### config.mk
export PLATFORM = sky130hd
export DESIGN_NAME = chroma_key_mask_and_composite_core
export DESIGN_NICKNAME = d
export VERILOG_FILES = /design/src/rtl/core/ckmc_pkg.sv /design/src/rtl/core/ckmc_stats.sv /design/src/rtl/core/ckmc_keyer.sv /design/src/rtl/core/chroma_key_mask_and_composite_core.sv
export SDC_FILE = /design/constraint.sdc
export NUM_CORES = 1
export LEC_CHECK = 0
export BUFFER_PORTS_ARGS = -buffer_cell sky130_fd_sc_hd__buf_2
export CORE_MARGIN = 8
export CORE_UTILIZATION = 50
export CTS_BUF_LIST = sky130_fd_sc_hd__clkbuf_4
export DETAILED_ROUTE_END_ITERATION = 6
export PLACE_DENSITY_LB_ADDON = 0.3
export SYNTH_ARGS = -nofsm -noshare
export SYNTH_HDL_FRONTEND = slang
export SYNTH_HIERARCHICAL = 1
export SYNTH_SLANG_ARGS = --single-unit
### constraint.sdc
create_clock -name i_clk -period 8.6 [get_ports i_clk]
set_input_delay 0.86 -clock i_clk [delete_from_list [all_inputs] [get_ports i_clk]]
set_output_delay 0.86 -clock i_clk [all_outputs]
set_load 0.1 [all_outputs]
### src/rtl/core/ckmc_pkg.sv
// Shared types, constants and helpers for the chroma keyer.
// No dependencies.
package ckmc_pkg;

    localparam int unsigned MAX_PIXELS_DEF = 4194304;
    localparam int unsigned SUM_W          = 31;
    localparam logic [SUM_W-1:0] SUM_MAX   = {SUM_W{1'b1}};
    localparam logic [7:0]  BALANCE_RESET  = 8'd77;

    typedef enum logic [0:0] {
        REQ_STATS = 1'b0,
        REQ_COMP  = 1'b1
    } t_req;

    typedef struct packed {
        logic [7:0] red;
        logic [7:0] green;
        logic [7:0] blue;
    } t_pixel;

    typedef struct packed {
        t_pixel pix;
        logic   key;
    } t_key_res;

    function automatic logic f_dominant(input t_pixel p);
        return (p.green > p.red) && (p.green > p.blue);
    endfunction

endpackage

### src/rtl/core/ckmc_stats.sv
// Statistics accumulator: green excess sum and green pixel count.
// Depends on ckmc_pkg.
module ckmc_stats #(
    parameter int unsigned MAX_PIXELS = ckmc_pkg::MAX_PIXELS_DEF,
    localparam int unsigned CountW    = $clog2(MAX_PIXELS + 1)
) (
    input  logic                        i_clk,
    input  logic                        i_rst_n,
    input  logic                        i_upd,
    input  logic                        i_start,
    input  ckmc_pkg::t_pixel            i_pix,
    output logic [ckmc_pkg::SUM_W-1:0]  o_sum,
    output logic [CountW-1:0]           o_count
);

    logic [ckmc_pkg::SUM_W-1:0] r_sum, n_sum, base_sum;
    logic [CountW-1:0]          r_count, n_count, base_count;
    logic [8:0]                 add;
    logic [ckmc_pkg::SUM_W:0]   wide_sum;

    always_comb begin
        base_sum   = i_start ? '0 : r_sum;
        base_count = i_start ? '0 : r_count;
        add        = {1'b0, i_pix.green} + {1'b0, i_pix.green}
                     - {1'b0, i_pix.red} - {1'b0, i_pix.blue};
        wide_sum   = {1'b0, base_sum} + {{(ckmc_pkg::SUM_W - 8){1'b0}}, add};
        n_sum      = r_sum;
        n_count    = r_count;
        if (i_upd) begin
            n_sum   = base_sum;
            n_count = base_count;
            // stop counting once the frame limit is reached
            if (ckmc_pkg::f_dominant(i_pix) && (base_count < CountW'(MAX_PIXELS))) begin
                n_sum   = wide_sum[ckmc_pkg::SUM_W] ? ckmc_pkg::SUM_MAX
                                                    : wide_sum[ckmc_pkg::SUM_W-1:0];
                n_count = base_count + CountW'(1);
            end
        end
    end

    always_ff @(posedge i_clk) begin
        if (!i_rst_n) begin
            r_sum   <= '0;
            r_count <= '0;
        end else begin
            r_sum   <= n_sum;
            r_count <= n_count;
        end
    end

    assign o_sum   = r_sum;
    assign o_count = r_count;

endmodule

### src/rtl/core/ckmc_keyer.sv
// Key decision, despill and composite for one pixel.
// Depends on ckmc_pkg.
module ckmc_keyer #(
    parameter int unsigned MAX_PIXELS = ckmc_pkg::MAX_PIXELS_DEF,
    localparam int unsigned CountW    = $clog2(MAX_PIXELS + 1),
    localparam int unsigned ProdW     = CountW + 10,
    localparam int unsigned CmpW      = (ProdW > ckmc_pkg::SUM_W) ? ProdW : ckmc_pkg::SUM_W
) (
    input  ckmc_pkg::t_pixel            i_fg,
    input  ckmc_pkg::t_pixel            i_bg,
    input  logic [7:0]                  i_limit,
    input  logic [ckmc_pkg::SUM_W-1:0]  i_sum,
    input  logic [CountW-1:0]           i_count,
    output ckmc_pkg::t_key_res          o_res
);

    logic              dom, keyed;
    logic [7:0]        rb, d_r, d_b, spill;
    logic [CountW+1:0] scale;
    logic [ProdW-1:0]  prod_r, prod_b;
    logic [CmpW-1:0]   sum_x;

    always_comb begin
        dom    = ckmc_pkg::f_dominant(i_fg);
        rb     = (i_fg.red > i_fg.blue) ? (i_fg.red - i_fg.blue) : (i_fg.blue - i_fg.red);
        d_r    = i_fg.green - i_fg.red;
        d_b    = i_fg.green - i_fg.blue;
        scale  = {i_count, 2'b00};
        prod_r = ProdW'(scale) * ProdW'(d_r);
        prod_b = ProdW'(scale) * ProdW'(d_b);
        sum_x  = CmpW'(i_sum);
        // both green excesses must beat a quarter of the mean excess
        keyed  = dom && (rb < i_limit)
                 && (CmpW'(prod_r) > sum_x) && (CmpW'(prod_b) > sum_x);
        spill  = (i_fg.red > i_fg.blue) ? i_fg.red : i_fg.blue;

        o_res.key = keyed;
        if (keyed) begin
            o_res.pix = i_bg;
        end else begin
            o_res.pix       = i_fg;
            o_res.pix.green = dom ? spill : i_fg.green;
        end
    end

endmodule

### src/rtl/core/chroma_key_mask_and_composite_core.sv
// Green-screen chroma keyer, one pixel per clock in both passes. A pixel is
// registered on transfer; in the next cycle statistics update or key/composite
// logic runs, and a composite result is loaded into the output register when
// that register is empty or its result is leaving. Statistics pixels produce no
// output. The output register decouples the sides, so input is stalled only
// while a composite pixel waits behind a held result and the output is stalled.
// Write balance_limit only while the block is idle.
module chroma_key_mask_and_composite_core #(
    parameter int unsigned MAX_PIXELS = ckmc_pkg::MAX_PIXELS_DEF
) (
    input  logic       i_clk,
    input  logic       i_rst_n,
    // configuration
    input  logic       i_cfg_valid,
    output logic       o_cfg_ready,
    input  logic [7:0] i_cfg_data,
    // pixel input
    input  logic       i_in_valid,
    output logic       o_in_stall,
    input  logic       i_req_type,
    input  logic       i_frame_start,
    input  logic [7:0] i_fg_red,
    input  logic [7:0] i_fg_green,
    input  logic [7:0] i_fg_blue,
    input  logic [7:0] i_bg_red,
    input  logic [7:0] i_bg_green,
    input  logic [7:0] i_bg_blue,
    // pixel output
    output logic       o_out_valid,
    input  logic       i_out_stall,
    output logic [7:0] o_out_red,
    output logic [7:0] o_out_green,
    output logic [7:0] o_out_blue,
    output logic       o_key_bit
);

    localparam int unsigned CountW = $clog2(MAX_PIXELS + 1);

    logic                       r_s1_vld, n_s1_vld;
    ckmc_pkg::t_req             r_s1_req;
    logic                       r_s1_start;
    ckmc_pkg::t_pixel           r_s1_fg, r_s1_bg;
    logic                       r_out_vld, n_out_vld;
    ckmc_pkg::t_key_res         r_out;
    logic [7:0]                 r_limit;
    logic                       in_xfer, s1_adv, out_load, stats_upd;
    logic [ckmc_pkg::SUM_W-1:0] sum;
    logic [CountW-1:0]          count;
    ckmc_pkg::t_key_res         key_res;

    assign o_cfg_ready = 1'b1;

    always_comb begin
        // stats pixels always drain; composites need room at the output
        s1_adv     = r_s1_vld && ((r_s1_req == ckmc_pkg::REQ_STATS)
                                  || !r_out_vld || !i_out_stall);
        o_in_stall = r_s1_vld && !s1_adv;
        in_xfer    = i_in_valid && !o_in_stall;
        out_load   = s1_adv && (r_s1_req == ckmc_pkg::REQ_COMP);
        stats_upd  = s1_adv && (r_s1_req == ckmc_pkg::REQ_STATS);
        n_s1_vld   = in_xfer ? 1'b1 : (s1_adv ? 1'b0 : r_s1_vld);
        n_out_vld  = out_load ? 1'b1 : (i_out_stall ? r_out_vld : 1'b0);
    end

    always_ff @(posedge i_clk) begin
        if (!i_rst_n) begin
            r_s1_vld  <= 1'b0;
            r_out_vld <= 1'b0;
            r_limit   <= ckmc_pkg::BALANCE_RESET;
        end else begin
            r_s1_vld  <= n_s1_vld;
            r_out_vld <= n_out_vld;
            if (i_cfg_valid && o_cfg_ready) begin
                r_limit <= i_cfg_data;
            end
        end
    end

    always_ff @(posedge i_clk) begin
        if (in_xfer) begin
            r_s1_req   <= ckmc_pkg::t_req'(i_req_type);
            r_s1_start <= i_frame_start;
            r_s1_fg    <= '{red: i_fg_red, green: i_fg_green, blue: i_fg_blue};
            r_s1_bg    <= '{red: i_bg_red, green: i_bg_green, blue: i_bg_blue};
        end
        if (out_load) begin
            r_out <= key_res;
        end
    end

    ckmc_stats #(
        .MAX_PIXELS (MAX_PIXELS)
    ) u_stats (
        .i_clk   (i_clk),
        .i_rst_n (i_rst_n),
        .i_upd   (stats_upd),
        .i_start (r_s1_start),
        .i_pix   (r_s1_fg),
        .o_sum   (sum),
        .o_count (count)
    );

    ckmc_keyer #(
        .MAX_PIXELS (MAX_PIXELS)
    ) u_keyer (
        .i_fg    (r_s1_fg),
        .i_bg    (r_s1_bg),
        .i_limit (r_limit),
        .i_sum   (sum),
        .i_count (count),
        .o_res   (key_res)
    );

    assign o_out_valid = r_out_vld;
    assign o_out_red   = r_out.pix.red;
    assign o_out_green = r_out.pix.green;
    assign o_out_blue  = r_out.pix.blue;
    assign o_key_bit   = r_out.key;

endmodule

==> load_flow_metrics.sql, run 1 <==
INSERT INTO impl_metrics (metric_group, metric, value, unit) VALUES
('outcome', 'status', 'finished, violations left', ''),
('outcome', 'violations_in_the_final_reports', 'negative setup slack', ''),
('worst_setup_path', 'worstSetupPathType', 'reg2reg', ''),
('finish', 'final_layout_size_suffix_gt1_share', '19.2', '%'),
('timing', 'final_critical_path_setup_slack', '-0.375', 'ns'),
('global_routing', 'global_route.usage.total', '25.6', '%'),
('power_and_ir_drop', 'power.share.sequential', '37.0', '%'),
('timing', 'rsz0062_at_grt', 'yes', ''),
('finish', 'layout_commonest_cell', 'sky130_fd_sc_hd__inv_1', ''),
('floorplan', 'die_x', '225', 'µm'),
('clocking', 'clock-root-buffer', 'sky130_fd_sc_hd__clkbuf_4', ''),
('synthesis', 'synth.ff_latch_count', '139', ''),
('worst_setup_path', 'cp_data_required_time', '8.90', 'ns'),
('global_routing', 'grt_antenna_before_repair', '1', ''),
('finish', 'area_growth_syn_to_layout', '17.7', '%'),
('power_and_ir_drop', 'internal_power', '1.23', 'mW'),
('placed_design', 'placer_congestion', '0.938', ''),
('global_routing', 'grt_first_pass_wirelength', '104000', 'µm'),
('floorplan', 'dieArea', '50700', 'µm²'),
('clocking', 'cts_buffer_depth', '2', ''),
('placed_design', 'hpwl', '48800', 'µm'),
('floorplan', 'die_y', '225', 'µm'),
('clocking', 'cts_hold_buffers', '0', ''),
('finish', 'design.final.nets', '3259', ''),
('synthesis', 'synth_enable_flop_cells', '75', ''),
('power_and_ir_drop', 'power.switching_fraction', '38.5', '%'),
('drt', 'route.vias.total', '18600', ''),
('finish', 'finalInstanceArea', '25800', 'µm²'),
('worst_setup_path', 'timing.critical_path.to_type', 'flip-flop', ''),
('synthesis', 'post_synth_instance_area', '21900', 'µm²'),
('worst_setup_path', 'worst-path-buf-inv', '6', ''),
('synthesis', 'synth_cells', '2431', ''),
('drt', 'detailedRoute.firstIterationViolations', '1318', ''),
('timing', 'setup_violations', '25', ''),
('synthesis', 'ys_warn_count', '6', ''),
('power_and_ir_drop', 'totalPowerFinal', '2.00', 'mW'),
('worst_setup_path', 'critical_path_peak_fanout', '7', ''),
('floorplan', 'io_pins', '91', ''),
('job', 'cap_viol_max_count', '0', ''),
('placed_design', 'post_dp_cell_area', '24500', 'µm²'),
('power_and_ir_drop', 'share_clk_of_total_power', '24.5', '%'),
('finish', 'n_antenna_cell', '0', ''),
('timing', 'rel_slew_slack', '17.4', '%'),
('timing', 'final_min_period_over_clock_period', '104', '%'),
('clocking', 'cts_tree', 'built', ''),
('clocking', 'cts_max_level', '4', ''),
('worst_setup_path', 'cp_slowest_stage_delay', '0.56', 'ns'),
('floorplan', 'num_rows', '76', ''),
('power_and_ir_drop', 'power_frac_comb', '38.5', '%'),
('floorplan', 'standard_cell_core_area', '43200', 'µm²'),
('worst_setup_path', 'cpMaxStageDelayCell', 'sky130_fd_sc_hd__fa_1', ''),
('global_routing', 'grt_pass1_vias', '19600', ''),
('power_and_ir_drop', 'irDropWorstVdd', '0.149', 'mV'),
('timing', 'finalHoldViolCount', '0', ''),
('drt', 'remaining_drc_errors', '0', ''),
('timing', 'finalCriticalPeriod', '8.97', 'ns'),
('drt', 'route.antenna.remaining_nets', '0', ''),
('clocking', 'cts.sink_count', '139', ''),
('placed_design', 'place.port_buffers', '89', ''),
('drt', 'via_per_inst', '5.65', ''),
('timing', 'fmax', '111', 'MHz'),
('worst_setup_path', 'critical-path-top-delay-family', 'adder cells', ''),
('timing', 'clock-skew-final', '0.0272', 'ns'),
('timing', 'tightest_slew', '1.24', 'ns'),
('placed_design', 'dp_worst_setup_slack', '-0.631', 'ns'),
('clocking', 'tritoncts.num_buffers', '17', ''),
('clocking', 'clk_pin_slew_worst_paths', '0.16', 'ns'),
('finish', 'final.fill_count', '3747', ''),
('power_and_ir_drop', 'pwr_density_cell', '77.7', 'nW/µm²'),
('synthesis', 'post_synth_num_cell_types', '95', ''),
('finish', 'final_cell_mix', '402 x sky130_fd_sc_hd__inv_1, 261 x sky130_fd_sc_hd__fa_1, 219 x sky130_fd_sc_hd__and2_1', '');
==> final timing paths <==
path,startpoint,to,slack (ns),depth (start not counted)
hold / removal,i_bg_red[6],r_s1_bg[22],0.47,1
hold reg to reg,r_limit[3],r_limit[3],0.49,2
setup reg to reg,r_s1_fg[9],o_out_blue[0],-0.37,40
setup / recovery,r_s1_fg[9],o_out_blue[0],-0.37,40
==> stage by stage <==
stage,setup TNS [ns],std cells,hold WS (ns)
3_5_place_dp,-14.33,3213,0.464
3_3_place_gp,-9.26,3213,0.456
5_1_grt,-17.92,3294,0.402
2_1_floorplan,0,2431,0.435
4_1_cts,-6.20,3290,0.411
6_report,-8.07,3294,0.467
==> cell families after synthesis <==
group	share of synthesized area (%)
AND/OR/NAND/NOR	19.2
AO/OA/AOI/OAI	12.3
multiplexers	2.67
XOR/XNOR	3.24
buffers and inverters	8.74
adder cells (fa/ha/maj)	37.7
flip-flops	16.2
other	0.0171
==> layout make-up <==
class	instances	area share, %
timing repair buffer	330	9.94
clock inverter	15	0.734
tap	585	2.84
sequential	139	13.7
inverter	414	6.03
clock buffer	17	0.496
multi-input combinational	1794	66.2
==> power by group through the flow <==
stage	registers (mW)	logic, mW	clock network [mW]
floorplan	0.783	0.364	0
global placement	0.754	0.667	0
detailed placement	0.754	0.684	0
CTS	0.740	0.758	0.499
global route	0.742	0.821	0.526
finish	0.740	0.771	0.491
==> sequential cells by signal (all words and copies together) (netlist names) <==
name / flops
r_s1_start: 1
u_stats/o_count: 23
r_s1_vld: 1
r_s1_fg: 24
u_stats/o_sum: 31
r_limit: 8
o_out_green: 8
r_s1_bg: 24
o_out_blue: 8
o_out_red: 8
r_s1_req: 1
o_out_valid: 1
o_key_bit: 1
==> cell usage after synthesis (4+ instances only) <==
master	n	area, µm²
sky130_fd_sc_hd__inv_1	413	1550
sky130_fd_sc_hd__fa_1	264	5290
sky130_fd_sc_hd__ha_1	236	2950
sky130_fd_sc_hd__and2_1	228	1430
sky130_fd_sc_hd__nand2_1	143	537
sky130_fd_sc_hd__a21oi_1	132	661
sky130_fd_sc_hd__nor2_1	83	312
sky130_fd_sc_hd__nand2b_1	80	500
sky130_fd_sc_hd__edfxtp_1	75	2250
sky130_fd_sc_hd__clkbuf_1	72	270
sky130_fd_sc_hd__o21ai_0	70	350
sky130_fd_sc_hd__dfxtp_1	64	1280
sky130_fd_sc_hd__nor2b_1	63	394
sky130_fd_sc_hd__xnor2_1	56	490
sky130_fd_sc_hd__a21o_1	49	368
sky130_fd_sc_hd__nand3_1	46	230
sky130_fd_sc_hd__nand4_1	30	188
sky130_fd_sc_hd__a31oi_1	26	163
sky130_fd_sc_hd__xor2_1	25	219
sky130_fd_sc_hd__mux2i_1	23	230
sky130_fd_sc_hd__mux2_4	19	285
sky130_fd_sc_hd__nor3_1	16	80.1
sky130_fd_sc_hd__a211oi_1	15	113
sky130_fd_sc_hd__and3_1	15	93.8
sky130_fd_sc_hd__o21a_1	14	105
sky130_fd_sc_hd__a21boi_0	10	75.1
sky130_fd_sc_hd__o211ai_1	10	75.1
sky130_fd_sc_hd__o21bai_1	9	67.6
sky130_fd_sc_hd__o31ai_1	7	52.6
sky130_fd_sc_hd__or3_1	7	43.8
sky130_fd_sc_hd__a41oi_1	6	52.6
sky130_fd_sc_hd__mux2_2	6	67.6
sky130_fd_sc_hd__or2_2	6	37.5
sky130_fd_sc_hd__a221oi_1	5	43.8
sky130_fd_sc_hd__and4_1	5	43.8
sky130_fd_sc_hd__nor4_1	5	31.3
sky130_fd_sc_hd__buf_4	4	30.0
sky130_fd_sc_hd__nand4b_1	4	35.0
sky130_fd_sc_hd__o221a_2	4	45.0
sky130_fd_sc_hd__o31a_1	4	35.0
==> routing by layer <==
metal	vias up	track usage [%]	wire length [µm]
li1	8490	-	-
met1	9250	33.5	26900
met2	753	44.1	31500
met3	127	3.42	4470
met4	2	7.00	1640
met5	-	0	14
==> repair_timing <==
| item | 4_1_cts | 5_1_grt |
|---|---|---|
| pin swaps | 119 | 53 |
| endpoints found under the hold margin | 0 | 0 |
| setup endpoints to repair | 25 | 25 |
| cloned | 5 | 1 |
| buffers inserted | 40 | 5 |
| resized for setup | 90 | 20 |
Note: power is estimated with default switching activity, not from simulation.
==> run 2, diff against run 1 <==
--- a/config.mk
+++ b/config.mk
@@ -10,7 +10,7 @@
 export CORE_UTILIZATION = 50
 export CTS_BUF_LIST = sky130_fd_sc_hd__clkbuf_4
 export DETAILED_ROUTE_END_ITERATION = 6
-export PLACE_DENSITY_LB_ADDON = 0.3
+export PLACE_DENSITY = 0.8
 export SYNTH_ARGS = -nofsm -noshare
 export SYNTH_HDL_FRONTEND = slang
 export SYNTH_HIERARCHICAL = 1
==> load_flow_metrics.sql, run 2 (synthesis gave the netlist of run 1 again) <==
INSERT INTO impl_metrics (metric_group, metric, value, unit) VALUES
('power_and_ir_drop', 'power_leakage', '11.9', 'nW'),
('placed_design', 'hpwl', '48400', 'µm'),
('clocking', 'worst_skew_pair.late_latency', '0.58', 'ns'),
('timing', 'maxSlewViolCount', '0', ''),
('worst_setup_path', 'worstSetupPathType', 'reg2reg', ''),
('drt', 'drt_pre_antenna_iters', '7', ''),
('finish', 'layout_commonest_cell', 'sky130_fd_sc_hd__inv_1', ''),
('drt', 'route.vias.total', '18300', ''),
('placed_design', 'placer_congestion', '0.934', ''),
('worst_setup_path', 'cp_data_required_time', '8.92', 'ns'),
('global_routing', 'grt-busiest-layer', 'met2', ''),
('timing', 'clock-skew-final', '0.0349', 'ns'),
('timing', 'rsz0062_at_grt', 'yes', ''),
('floorplan', 'io_pins', '91', ''),
('worst_setup_path', 'timing.critical_path.to_type', 'flip-flop', ''),
('global_routing', 'grt_max_degree', '51', ''),
('finish', 'final_layout_size_suffix_gt1_share', '16.7', '%'),
('drt', 'routed_wire_length_per_instance', '19.5', 'µm'),
('clocking', 'tritoncts.num_buffers', '17', ''),
('timing', 'rel_slew_slack', '21.1', '%'),
('clocking', 'cts.sink_count', '139', ''),
('finish', 'largest_reg_flops', '31', ''),
('finish', 'final_cell_mix', '405 x sky130_fd_sc_hd__inv_1, 260 x sky130_fd_sc_hd__fa_1, 225 x sky130_fd_sc_hd__and2_1, 225 x sky130_fd_sc_hd__ha_1, 172 x sky130_fd_sc_hd__buf_4', ''),
('timing', 'final_min_period_over_clock_period', '106', '%'),
('floorplan', 'initial_core_utilization', '50.7', '%'),
('clocking', 'clock-root-buffer', 'sky130_fd_sc_hd__clkbuf_4', ''),
('drt', 'remaining_drc_errors', '0', ''),
('floorplan', 'dieArea', '50700', 'µm²'),
('timing', 'fmax', '110', 'MHz'),
('worst_setup_path', 'cp_slowest_stage_delay', '0.53', 'ns'),
('floorplan', 'num_rows', '76', ''),
('timing', 'finalCriticalPeriod', '9.09', 'ns'),
('global_routing', 'global_route.usage.total', '24.3', '%'),
('finish', 'design.final.nets', '3210', ''),
('drt', 'route.antenna.remaining_nets', '0', ''),
('finish', 'finalInstanceArea', '25100', 'µm²'),
('clocking', 'cts_max_level', '4', ''),
('worst_setup_path', 'cpMaxStageDelayCell', 'sky130_fd_sc_hd__fa_1', ''),
('placed_design', 'post_dp_cell_area', '24200', 'µm²'),
('worst_setup_path', 'most_used_cell_cp', 'sky130_fd_sc_hd__buf_4', ''),
('worst_setup_path', 'setup.worst_path.start_class', 'flip-flop', ''),
('global_routing', 'grt.met1_usage', '30.8', '%'),
('timing', 'final_critical_path_setup_slack', '-0.494', 'ns'),
('finish', 'final_design_utilization', '58.2', '%'),
('global_routing', 'grt_first_pass_wirelength', '99800', 'µm'),
('placed_design', 'dp_worst_setup_slack', '-0.369', 'ns'),
('timing', 'setup_violations', '25', ''),
('clocking', 'cts_buffer_depth', '2', ''),
('timing', 'finalHoldViolCount', '0', ''),
('outcome', 'status', 'finished, violations left', ''),
('drt', 'via_per_inst', '5.65', ''),
('finish', 'area_growth_syn_to_layout', '14.9', '%'),
('floorplan', 'standard_cell_core_area', '43200', 'µm²'),
('worst_setup_path', 'critical-path-top-delay-family', 'compound AO/OA/AOI/OAI gates', ''),
('power_and_ir_drop', 'totalPowerFinal', '1.94', 'mW'),
('global_routing', 'grt_pass1_vias', '19600', ''),
('global_routing', 'grt_antenna_before_repair', '0', ''),
('worst_setup_path', 'arrival', '9.41', 'ns'),
('worst_setup_path', 'critical_path_peak_fanout', '8', ''),
('global_routing', 'met2_use_gr', '42.3', '%'),
('hold_path', 'min_path_type', 'in2reg', ''),
('outcome', 'violations_in_the_final_reports', 'negative setup slack', ''),
('power_and_ir_drop', 'pwr_density_cell', '77.1', 'nW/µm²'),
('finish', 'n_antenna_cell', '0', ''),
('floorplan', 'die_y', '225', 'µm'),
('worst_setup_path', 'worst-path-buf-inv', '10', ''),
('drt', 'detailedRoute.firstIterationViolations', '1326', ''),
('clocking', 'clk_pin_slew_worst_paths', '0.16', 'ns'),
('placed_design', 'place.port_buffers', '89', ''),
('job', 'cap_viol_max_count', '0', ''),
('floorplan', 'die_x', '225', 'µm'),
('global_routing', 'global_route.usage.met3', '4.02', '%'),
('timing', 'tightest_slew', '1.18', 'ns'),
('clocking', 'cts_tree', 'built', ''),
('power_and_ir_drop', 'irDropWorstVdd', '0.117', 'mV'),
('global_routing', 'grt.overflow.total', '0', ''),
('drt', 'drt-total-wl', '63200', 'µm');
==> run 2: cell count changes in the layout (fill, tap and decap cells not counted), moves of 5 or more <==
| cell | delta |
|---|---|
| sky130_fd_sc_hd__buf_4 | -43 |
| sky130_fd_sc_hd__ha_1 | +10 |
| sky130_fd_sc_hd__a21oi_1 | +6 |
| sky130_fd_sc_hd__and2_1 | +6 |
| sky130_fd_sc_hd__and2_4 | -6 |
| sky130_fd_sc_hd__ha_4 | -6 |
| sky130_fd_sc_hd__clkbuf_16 | +5 |
==> run 2: stage by stage <==
step,std cells,setup TNS [ns],hold slack [ns]
detailed placement,3186,-8.07,0.455
floorplan,2431,0,0.435
CTS,3219,-7.83,0.421
global placement,3186,-5.87,0.458
global route,3245,-20.14,0.410
finish,3245,-11.16,0.459
==> run 2: metal layers <==
metal | wire [µm] | vias to the layer above
met3 | 4190 | 132
met5 | 0 | -
met1 | 26300 | 9107
met2 | 31000 | 680
met4 | 1730 | 0
li1 | - | 8408
==> run 2: timing repair <==
action,CTS,global route
endpoints found under the hold margin,0,0
cloned,0,6
hold buffers,0,0
endpoints found under the setup margin,25,25
gates resized for setup,6,53
setup buffers,1,20
pin swaps,2,31
==> run 2: report_power, final <==
group	leakage [nW]	internal (mW)	total, mW	switching [mW]
Clock	0.161	0.160	0.457	0.297
Combinational	10.5	0.295	0.742	0.447
Sequential	1.24	0.725	0.740	0.0150
==> run 2: area by class of cell <==
type                            instances  area (µm²)
Clock buffer                           18         135
Tap cell                              585         732
Clock inverter                         14         155
Fill cell                            3654       18000
Inverter                              414        1560
Timing Repair Buffer                  281        2140
Multi-Input combinational cell       1794       16900
Sequential cell                       139        3530
==> run 2: worst register-to-register path: cells and delay by family, from the launching register on <==
family,cells,cell delay (ns)
flops,1,0.43
mux,1,0.30
simple gates,8,0.97
buf+inv,10,1.30
compound gates,15,2.76
fa+ha+maj,7,2.71
xor+xnor,2,0.37
==> run 2: path summary, 6_finish.rpt <==
kind	end	depth (start not counted)	startpoint	slack, ns
hold / removal	r_s1_fg[20]	1	i_fg_red[4]	0.46
hold reg to reg	u_stats/o_sum[4]	1	u_stats/o_sum[4]	0.50
setup reg to reg	o_out_red[4]	43	r_s1_fg[17]	-0.49
setup / recovery	o_out_red[4]	43	r_s1_fg[17]	-0.49
==> run 3, diff against run 2 <==
--- a/config.mk
+++ b/config.mk
@@ -10,8 +10,10 @@
 export CORE_UTILIZATION = 50
 export CTS_BUF_LIST = sky130_fd_sc_hd__clkbuf_4
 export DETAILED_ROUTE_END_ITERATION = 6
-export PLACE_DENSITY = 0.8
+export PLACE_DENSITY = 0.78
+export REMOVE_ABC_BUFFERS = 1
 export SYNTH_ARGS = -nofsm -noshare
 export SYNTH_HDL_FRONTEND = slang
 export SYNTH_HIERARCHICAL = 1
 export SYNTH_SLANG_ARGS = --single-unit
+export TNS_END_PERCENT = 20
==> constraint.sdc (replaced) <==
create_clock -name i_clk -period 10.85 [get_ports i_clk]
set_input_delay 1.085 -clock i_clk [delete_from_list [all_inputs] [get_ports i_clk]]
set_output_delay 1.085 -clock i_clk [all_outputs]
set_load 0.1 [all_outputs]
==> load_flow_metrics.sql, run 3 (synthesis gave the netlist of run 1 again) <==
INSERT INTO impl_metrics (metric_group, metric, value, unit) VALUES
('drt', 'route.antenna.remaining_nets', '0', ''),
('worst_setup_path', 'most_used_cell_cp', 'sky130_fd_sc_hd__fa_1', ''),
('worst_setup_path', 'cp_data_required_time', '11.17', 'ns'),
('job', 'cap_viol_max_count', '0', ''),
('placed_design', 'placedCellCount', '3056', ''),
('drt', 'drt_pre_antenna_iters', '6', ''),
('timing', 'finalCriticalPeriod', '10.30', 'ns'),
('worst_setup_path', 'worstSetupPathType', 'reg2reg', ''),
('finish', 'largest_reg_flops', '31', ''),
('global_routing', 'global_route.usage.total', '23.3', '%'),
('worst_setup_path', 'cp_slowest_stage_delay', '0.59', 'ns'),
('global_routing', 'grt_pass1_vias', '18300', ''),
('drt', 'via_per_inst', '5.70', ''),
('finish', 'final_cell_mix', '413 x sky130_fd_sc_hd__inv_1, 264 x sky130_fd_sc_hd__fa_1, 236 x sky130_fd_sc_hd__ha_1', ''),
('worst_setup_path', 'critical_path_peak_fanout', '25', ''),
('floorplan', 'io_pins', '91', ''),
('finish', 'layout_commonest_cell', 'sky130_fd_sc_hd__inv_1', ''),
('finish', 'design.final.nets', '3053', ''),
('finish', 'final_design_utilization', '53.9', '%'),
('timing', 'setup_violations', '0', ''),
('timing', 'tightest_slew', '1.22', 'ns'),
('worst_setup_path', 'arrival', '10.61', 'ns'),
('timing', 'maxSlewViolCount', '0', ''),
('global_routing', 'grt_antenna_before_repair', '1', ''),
('clocking', 'clk_pin_slew_worst_paths', '0.14', 'ns'),
('floorplan', 'initial_core_utilization', '50.7', '%'),
('finish', 'area_growth_syn_to_layout', '6.48', '%'),
('clocking', 'tritoncts.num_buffers', '17', ''),
('global_routing', 'grt_max_degree', '51', ''),
('floorplan', 'standard_cell_core_area', '43200', 'µm²'),
('clocking', 'worst_skew_pair.late_latency', '0.56', 'ns'),
('worst_setup_path', 'timing.critical_path.to_type', 'flip-flop', ''),
('worst_setup_path', 'setup.worst_path.start_class', 'flip-flop', ''),
('clocking', 'cts_buffer_depth', '2', ''),
('floorplan', 'num_rows', '76', ''),
('power_and_ir_drop', 'pwr_density_cell', '60.0', 'nW/µm²'),
('floorplan', 'die_x', '225', 'µm'),
('clocking', 'clock-root-buffer', 'sky130_fd_sc_hd__clkbuf_4', ''),
('floorplan', 'dieArea', '50700', 'µm²'),
('outcome', 'status', 'complete, no violations', ''),
('clocking', 'cts_hold_buffers', '0', ''),
('worst_setup_path', 'critical-path-top-delay-family', 'adder cells', ''),
('drt', 'drt-total-wl', '58300', 'µm'),
('global_routing', 'grt_first_pass_wirelength', '95400', 'µm'),
('clocking', 'cts_max_level', '4', ''),
('drt', 'remaining_drc_errors', '0', ''),
('global_routing', 'grt.overflow.total', '0', ''),
('hold_path', 'min_path_type', 'reg2reg', ''),
('power_and_ir_drop', 'irDropWorstVdd', '0.0864', 'mV'),
('worst_setup_path', 'cpMaxStageDelayCell', 'sky130_fd_sc_hd__fa_1', ''),
('placed_design', 'place.port_buffers', '89', ''),
('placed_design', 'post_dp_cell_area', '23000', 'µm²'),
('worst_setup_path', 'worst-path-buf-inv', '5', ''),
('power_and_ir_drop', 'power_leakage', '11.0', 'nW'),
('drt', 'detailedRoute.firstIterationViolations', '1475', ''),
('timing', 'fmax', '97.1', 'MHz'),
('finish', 'final-instance-count-excl-fill', '3089', ''),
('floorplan', 'die_y', '225', 'µm'),
('finish', 'finalInstanceArea', '23300', 'µm²'),
('drt', 'route.vias.total', '17600', ''),
('timing', 'finalHoldViolCount', '0', ''),
('clocking', 'cts.sink_count', '139', ''),
('timing', 'final_min_period_over_clock_period', '94.9', '%'),
('timing', 'rel_slew_slack', '18.5', '%'),
('drt', 'routed_wire_length_per_instance', '18.9', 'µm'),
('power_and_ir_drop', 'totalPowerFinal', '1.40', 'mW'),
('finish', 'final.fill_count', '3893', ''),
('clocking', 'cts_tree', 'built', ''),
('placed_design', 'placer_congestion', '0.922', ''),
('placed_design', 'hpwl', '45300', 'µm'),
('finish', 'final_layout_size_suffix_gt1_share', '9.19', '%'),
('timing', 'clock-skew-final', '0.0240', 'ns');
[run 3: cell types whose count changed in the layout (fill, tap and decap cells not counted), sizes merged]
cell / previous run / this run
clkbuf: 24 / 18
buf: 275 / 124
inv: 422 / 419
diode: 0 / 1
clkinv: 5 / 7
clkinvlp: 0 / 1
[run 3: worst paths after layout]
path               from       endpoint  slack [ns]  cells after the start
min reg2reg  r_limit[3]     r_limit[3]        0.49                      2
min          r_limit[3]     r_limit[3]        0.49                      2
max          r_s1_fg[8]  o_out_blue[0]        0.55                     39
max reg2reg  r_s1_fg[8]  o_out_blue[0]        0.55                     39
[run 3: routing by layer]
metal  track usage [%]  part of all wire (%)
met5                 0                     0
met4              7.53                   2.6
met3              3.34                   6.7
met2              38.9                    48
met1              30.9                    43
[run 3: worst reg2reg max path, delay by kind of cell (launching register included)]
kind / cells / cell delay (ns)
AO/OA/AOI/OAI: 12 / 2.60
flip-flops: 1 / 0.46
buffers and inverters: 5 / 0.91
multiplexers: 1 / 0.42
adder cells (fa/ha/maj): 8 / 3.35
XOR/XNOR: 2 / 0.49
AND/OR/NAND/NOR: 11 / 1.79
[run 3: layout make-up]
| cell class | instances | area, µm² | area share, % |
|---|---|---|---|
| antenna | 1 | 2.50 | 0.0107 |
| clock inverter | 14 | 139 | 0.596 |
| tap | 585 | 732 | 3.14 |
| timing repair buffer | 124 | 712 | 3.06 |
| multi-input combinational | 1794 | 16500 | 70.8 |
| clock buffer | 18 | 135 | 0.580 |
| inverter | 414 | 1550 | 6.67 |
| sequential | 139 | 3530 | 15.2 |
[run 3: stage by stage]
| stage | hold slack, ns | setup slack, ns | TNS [ns] |
|---|---|---|---|
| 3_5_place_dp | 0.460 | 0.302 | 0 |
| 6_report | 0.490 | 0.554 | 0 |
| 4_1_cts | 0.494 | 0.296 | 0 |
| 3_3_place_gp | 0.458 | 0.712 | 0 |
| 2_1_floorplan | 0.434 | 0.875 | 0 |
| 5_1_grt | 0.510 | -0.0245 | -0.0467 |
[run 3: power by group]
group,internal (mW),switching [mW]
Sequential,0.575,0.0146
Combinational,0.158,0.314
Clock,0.122,0.214
[run 3: what timing repair did]
action	4_1_cts	5_1_grt
gates resized for setup	0	4
buffers inserted	0	0
endpoints found under the setup margin	0	25
hold endpoints to repair	0	0
